`src/rtl/bfb_pkg.sv`:
```
// ----------------------------------------------------------------------------
// bfb_pkg
// Shared sizes, codes, the reader cursor record and sequence helpers for the
// broadcast fan-out buffer.
// ----------------------------------------------------------------------------
`default_nettype none
package bfb_pkg;

  localparam int STORE_BYTES = 4096;
  localparam int SA_W        = $clog2(STORE_BYTES);
  localparam int MAX_CHUNKS  = 256;
  localparam int CI_W        = $clog2(MAX_CHUNKS);
  localparam int MAX_CHUNK_BYTES = 2048;
  localparam int HALF_STORE  = STORE_BYTES / 2;
  localparam int CHUNK_CAP   = (MAX_CHUNK_BYTES < HALF_STORE) ? MAX_CHUNK_BYTES : HALF_STORE;
  localparam int NUM_READERS = 8;
  localparam int RID_W       = 3;
  localparam int MAX_RESULTS = 64;
  localparam int OB_W        = $clog2(MAX_RESULTS);
  localparam int CNT_W       = OB_W + 1;
  localparam int SEQ_W       = 48;
  localparam int LEN_W       = 12;
  localparam int HELD_W      = 13;
  localparam int LIVE_W      = 9;
  localparam int BUD_W       = 12;

  localparam logic [1:0] OP_PUSH  = 2'd0;
  localparam logic [1:0] OP_READ  = 2'd1;
  localparam logic [1:0] OP_SUB   = 2'd2;
  localparam logic [1:0] OP_UNSUB = 2'd3;

  localparam logic [1:0] ST_OK     = 2'd0;
  localparam logic [1:0] ST_NOSUB  = 2'd1;
  localparam logic [1:0] ST_NORDR  = 2'd2;
  localparam logic [1:0] ST_DUP    = 2'd3;

  typedef struct packed {
    logic             active;
    logic [SEQ_W-1:0] seq;
    logic [LEN_W-1:0] in_chunk;
    logic [SEQ_W-1:0] pos;
    logic [SEQ_W-1:0] dropped;
    logic [SEQ_W-1:0] delivered;
  } reader_t;

  typedef struct packed {
    logic    we;
    reader_t data;
  } rf_wr_t;

  // a strictly precedes b in modular order
  function automatic logic seq_before(input logic [SEQ_W-1:0] a, input logic [SEQ_W-1:0] b);
    logic [SEQ_W-1:0] d;
    d = b - a;
    return (d != '0) && !d[SEQ_W-1];
  endfunction

  function automatic logic [SEQ_W-1:0] sat_add(input logic [SEQ_W-1:0] a,
                                               input logic [SEQ_W-1:0] d);
    logic [SEQ_W:0] s;
    s = {1'b0, a} + {1'b0, d};
    return s[SEQ_W] ? {SEQ_W{1'b1}} : s[SEQ_W-1:0];
  endfunction

endpackage
`default_nettype wire

```
`src/rtl/bfb_reader_file.sv`:
```
// ----------------------------------------------------------------------------
// bfb_reader_file
// Cursor and counter record for every reader: one write port, one read port.
// ----------------------------------------------------------------------------
`default_nettype none
module bfb_reader_file import bfb_pkg::*; (
  input  wire logic             clk,
  input  wire logic             rst,
  input  wire rf_wr_t           wr,
  input  wire logic [RID_W-1:0] widx,
  input  wire logic [RID_W-1:0] ridx,
  output reader_t               rdata,
  output logic                  any_active
);

  reader_t rf [NUM_READERS];

  always_ff @(posedge clk) begin
    if (rst) begin
      for (int i = 0; i < NUM_READERS; i++) rf[i] <= '0;
    end else if (wr.we) begin
      rf[widx] <= wr.data;
    end
  end

  always_comb begin
    rdata      = rf[ridx];
    any_active = 1'b0;
    for (int i = 0; i < NUM_READERS; i++) any_active = any_active | rf[i].active;
  end

endmodule
`default_nettype wire

```
`config.mk`:
```
export PLATFORM = sky130hd
export DESIGN_NAME = bfb_reader_file
export DESIGN_NICKNAME = d
export VERILOG_FILES = /design/src/rtl/bfb_pkg.sv /design/src/rtl/bfb_reader_file.sv
export SDC_FILE = /design/constraint.sdc
export NUM_CORES = 2
export LEC_CHECK = 0
export ABC_AREA = 1
export BUFFER_PORTS_ARGS = -buffer_cell sky130_fd_sc_hd__buf_4
export CAP_MARGIN = 5
export CORE_MARGIN = 5
export CORE_UTILIZATION = 45
export DETAILED_ROUTE_END_ITERATION = 12
export GPL_TIMING_DRIVEN = 0
export REMOVE_ABC_BUFFERS = 1
export SLEW_MARGIN = 10
export SYNTH_ARGS = -nofsm -noshare
export SYNTH_HDL_FRONTEND = slang
export SYNTH_SLANG_ARGS = --single-unit
```
`constraint.sdc`:
```
create_clock -name clk -period 11.7 [get_ports clk]
set_input_delay 2.34 -clock clk [delete_from_list [all_inputs] [get_ports clk]]
set_output_delay 2.34 -clock clk [all_outputs]
set_load 0.02 [all_outputs]
```
# [Yosys cells after proc, flatten, opt, wreduce, memory -nomap -nowiden]
# Memories as Yosys holds them, arrays and structs flattened.
# Index checks and enable logic that the tools add are counted.
[classes] shifts=0 bitwise_logic=7 mux=8 reduce_logical=1 n_lt_le_gt_ge=0 eq_ne=0 div_mod_pow=0 n_addsub=0 multipliers=0
[ops] cell="2-to-1 mux 205 bit" n=1
[ops] cell="OR reduction 205 bit" n=1
[ops] cell="bitwise OR 1 bit" n=7
[ops] cell="2-to-1 mux 1 bit" n=6
[ops] cell="2-to-1 mux 3 bit" n=1
[totals] latchBits=0 romBits=0 register_bits=0 output_inout_bits=206 input_bits=214 ram_bits=1640 memories=1 word_cells=17
[mem_list] memory="rf" depth=8 word_bits=205 read_ports=9 rd_clocked_by_memory_dff=0 write_ports=8 line="bfb_reader_file.sv:16" source="reader_t rf [NUM_READERS];"

# [Logic depth before layout (Yosys ltp)]
[logic_depth] word_depth=7 mapped_depth=8 ltp_nobuf=6

# [Worst setup path before layout]
# No wires, ideal clock.
[synth_path] kind="input to register" startpoint="in rst" endpoint="mem rf[2][0] (netlist name) (enable)" n_path_buf=2 required_time_ps=11126 path_stages=7 setup_time_ps=574 path_slack_ps=3608 arrival_ps=7518 path_cell_list="inv_2 > nand2_2 > nor2_4 > nand2_2 > buf_2 > buf_2 > nand2_1"
[synth_rtl] element="from (decl)" line="bfb_reader_file.sv:8" source="input wire logic rst,"
[synth_rtl] element="to (decl)" line="bfb_reader_file.sv:16"

==> run summary <==
outcome: completed
largest family of logic cells by synthesized area: simple AND/OR/NAND/NOR gates
post-CTS sizing: 0
top post-synthesis cells by area: edfxtp_1, nand2_1, inv_1, nor2_1, nand3_1
final hold vios: 0
Hold Path Stages: 3
Clock Tree Buf Depth: 3
setup violators final: 0
Seq cells post-synth: 1,640
H-tree depth: 4
Synthesis Warnings: 0
CP Data Required Time: 9.36 ns
Top delay family on crit path: buffers and inverters
XOR/XNOR Fraction of Synth Area: 0%
library cells used by synthesis: 14
chip width: 429 um
worst hold start: wr[204]
initial antenna violation count: 19
combinational share of power: 11.4%
Top FF cell, synth: edfxtp_1
fin. max-slew vios: 0
switching fraction of total power: 25.3%
Synth Area in Adders: 0%
Layout Nets: 9,545
Yosys top cell area share: 62.5%
DRT Pass-1 Iters: 7
CTS Buf Count: 176
Reg power frac: 51.0%
Final period util: 68.0%
leading area contributor after synthesis: edfxtp_1
top-count cell post-synth: nand2_1
FP Rows: 153
CP Class: in2out
post-synthesis compound-gate area fraction: 0%
Via Count: 58,300
Sw Pwr: 0.00343 W
first-pass GRT wire length: 343,000 um
post-DP HPWL: 118,000 um
max cap viols: 0
layout cells sized above 1: 7.88%
Post-CTS Setup Inserts: 0
RSZ-0062 raised after global routing: false
Core ar.: 174,000 sq um
syn_area_per_cell: 8.63 sq um
area grow syn2layout: 14.7%
Root Buffer: clkbuf_16
Leak: 43.7 nW
element type at the critical path end: output port
number of vias per cell: 4.93
cts hold-fix bufs: 0
largest reg by FF count: rf
worst min-delay path category: in2reg
minimum clock period after layout: 7.95 ns
Post-Synthesis Cells: 9,138
Synth Area in Simple Gates: 25.9%
gr ovfl total: 0
gr usage total: 24.3%
post-synthesis mux area share: 0%
Max VDD drop: 142 uV
Critical Path Max Stage Delay: 0.61 ns
Slowest cell on crit path: clkinv_4
vias in the first global route: 56,800
max_slew headroom: 45.4%
Mapped Area: 78,900 sq um
Routed Antenna Nets: 0
Slew @ Worst Pin: 0.819 ns
Num Clock Sinks: 1,640
buffers and inverters on the worst path: 6
WP data arrival: 5.61 ns
Port Buf Inserts: 419
Worst-path clk slew: 0.06 ns
post-synthesis sequential area ratio: 62.5%
# IOs: 420
CTS tree: built
placement-stage cell area: 85,300 sq um
largest net degree at the start of global routing: 140
fraction of registers with async set/reset: 0%
design area: 90,500 sq um
die area: 184,000 sq um
Hold Crit Endpoint: rf[6][204]$_SDFFCE_PN0P_
routability congestion estimate: 0.710
CP cell instances: buf_8 > buf_16 > clkinv_4 > buf_16 > buf_16 > nand3_1 > nand2_1 > nand2_1 > nand2_1 > buf_4
Die Y: 429 um
biggest regs: rf x1640
Setup crit start kind: primary input
Clock power frac: 37.6%
most instantiated cells after synthesis: nand2_1, inv_1, nor2_1
Hold WS: 1.93 ns
pwr dens: 150 nW/um^2
Pint: 0.0101 W
Total Routed Length: 229,000 um
Largest register FFs: 1,640
EDFF count, synth: 1,640
DRC: 0
CP Max Fanout: 98
FMAX: 0.126 GHz
DRT iter0 DRCs: 4,450
routed wire length per instance: 19.4 um
Starting Density: 45.3%
## metrics by stage
stage / TNS, ns / setup slack [ns] / util (%) / cells / power [W]
floorplan: -3.07 / -0.0150 / - / 8645 / 0.00799
global placement: - / -31.38 / 47.5 / 11400 / 0.00878
detailed placement: 0 / 3.90 / 49.0 / 11500 / 0.00860
CTS: 0 / 3.88 / 52.0 / 11800 / 0.0137
global route: 0 / 3.75 / 52.0 / 11800 / 0.0141
finish: 0 / 3.75 / 52.0 / 11800 / 0.0136
## layout make-up
cell class              count  area, sq um
diodes                     19         47.5
clock buffers             218         4600
clock inverters            89          534
fillers                 15900        83500
inverters                1853         6980
multi-input cells        5152        20600
flip-flops and latches   1640        49200
well taps                2325         2910
repair buffers            508         5600
## power by group through the flow
stage,logic [W],clock network [W],registers [W]
2_1_floorplan,0.000902,0,0.00709
6_report,0.00154,0.00510,0.00692
4_1_cts,0.00156,0.00520,0.00692
3_5_place_dp,0.00156,0,0.00704
5_1_grt,0.00171,0.00544,0.00695
3_3_place_gp,0.00160,0,0.00719
## routing by layer
metal  up-vias  GRT usage [%]  share of wire (%)
met1     27800           29.6                 39
met5         -              0                  0
met3       437           3.48                5.9
met4         0           10.6                4.0
met2      1806           43.1                 51
li1      28200              -                  -
## cells by family after synthesis
logic type,Yosys count
buf+inv,2346
flops,1640
simple gates,5152
## layout by cell type (no fill, tap or decap), types with 2 or more instances in the layout
| cell type | count |
|---|---|
| inv_8 | 2 |
| inv_16 | 3 |
| nor3_1 | 2 |
| buf_12 | 3 |
| nor2_1 | 1643 |
| edfxtp_1 | 1640 |
| buf_4 | 416 |
| clkinv_4 | 2 |
| clkinv_1 | 53 |
| bufinv_16 | 2 |
| nand2_8 | 8 |
| buf_16 | 86 |
| inv_1 | 1849 |
| nand2_1 | 2667 |
| inv_6 | 7 |
| clkbuf_16 | 178 |
| buf_8 | 3 |
| nor2_4 | 2 |
| clkbuf_1 | 40 |
| diode_2 | 19 |
| clkinv_2 | 20 |
| clkinvlp_4 | 2 |
| nand3_1 | 821 |
| nand2_4 | 8 |
## worst max-delay path by stage
stage	slack [ns]	start	end	depth (start not counted)
floorplan	-0.01	ridx[1]	rdata[0]	5
global placement	-31.38	ridx[0]	rdata[90]	8
detailed placement	3.90	ridx[1]	rdata[159]	10
CTS	3.88	ridx[1]	rdata[159]	10
global route	3.75	ridx[0]	rdata[157]	11
finish	3.75	ridx[1]	rdata[159]	10
Note: power is estimated with default switching activity, not from simulation.
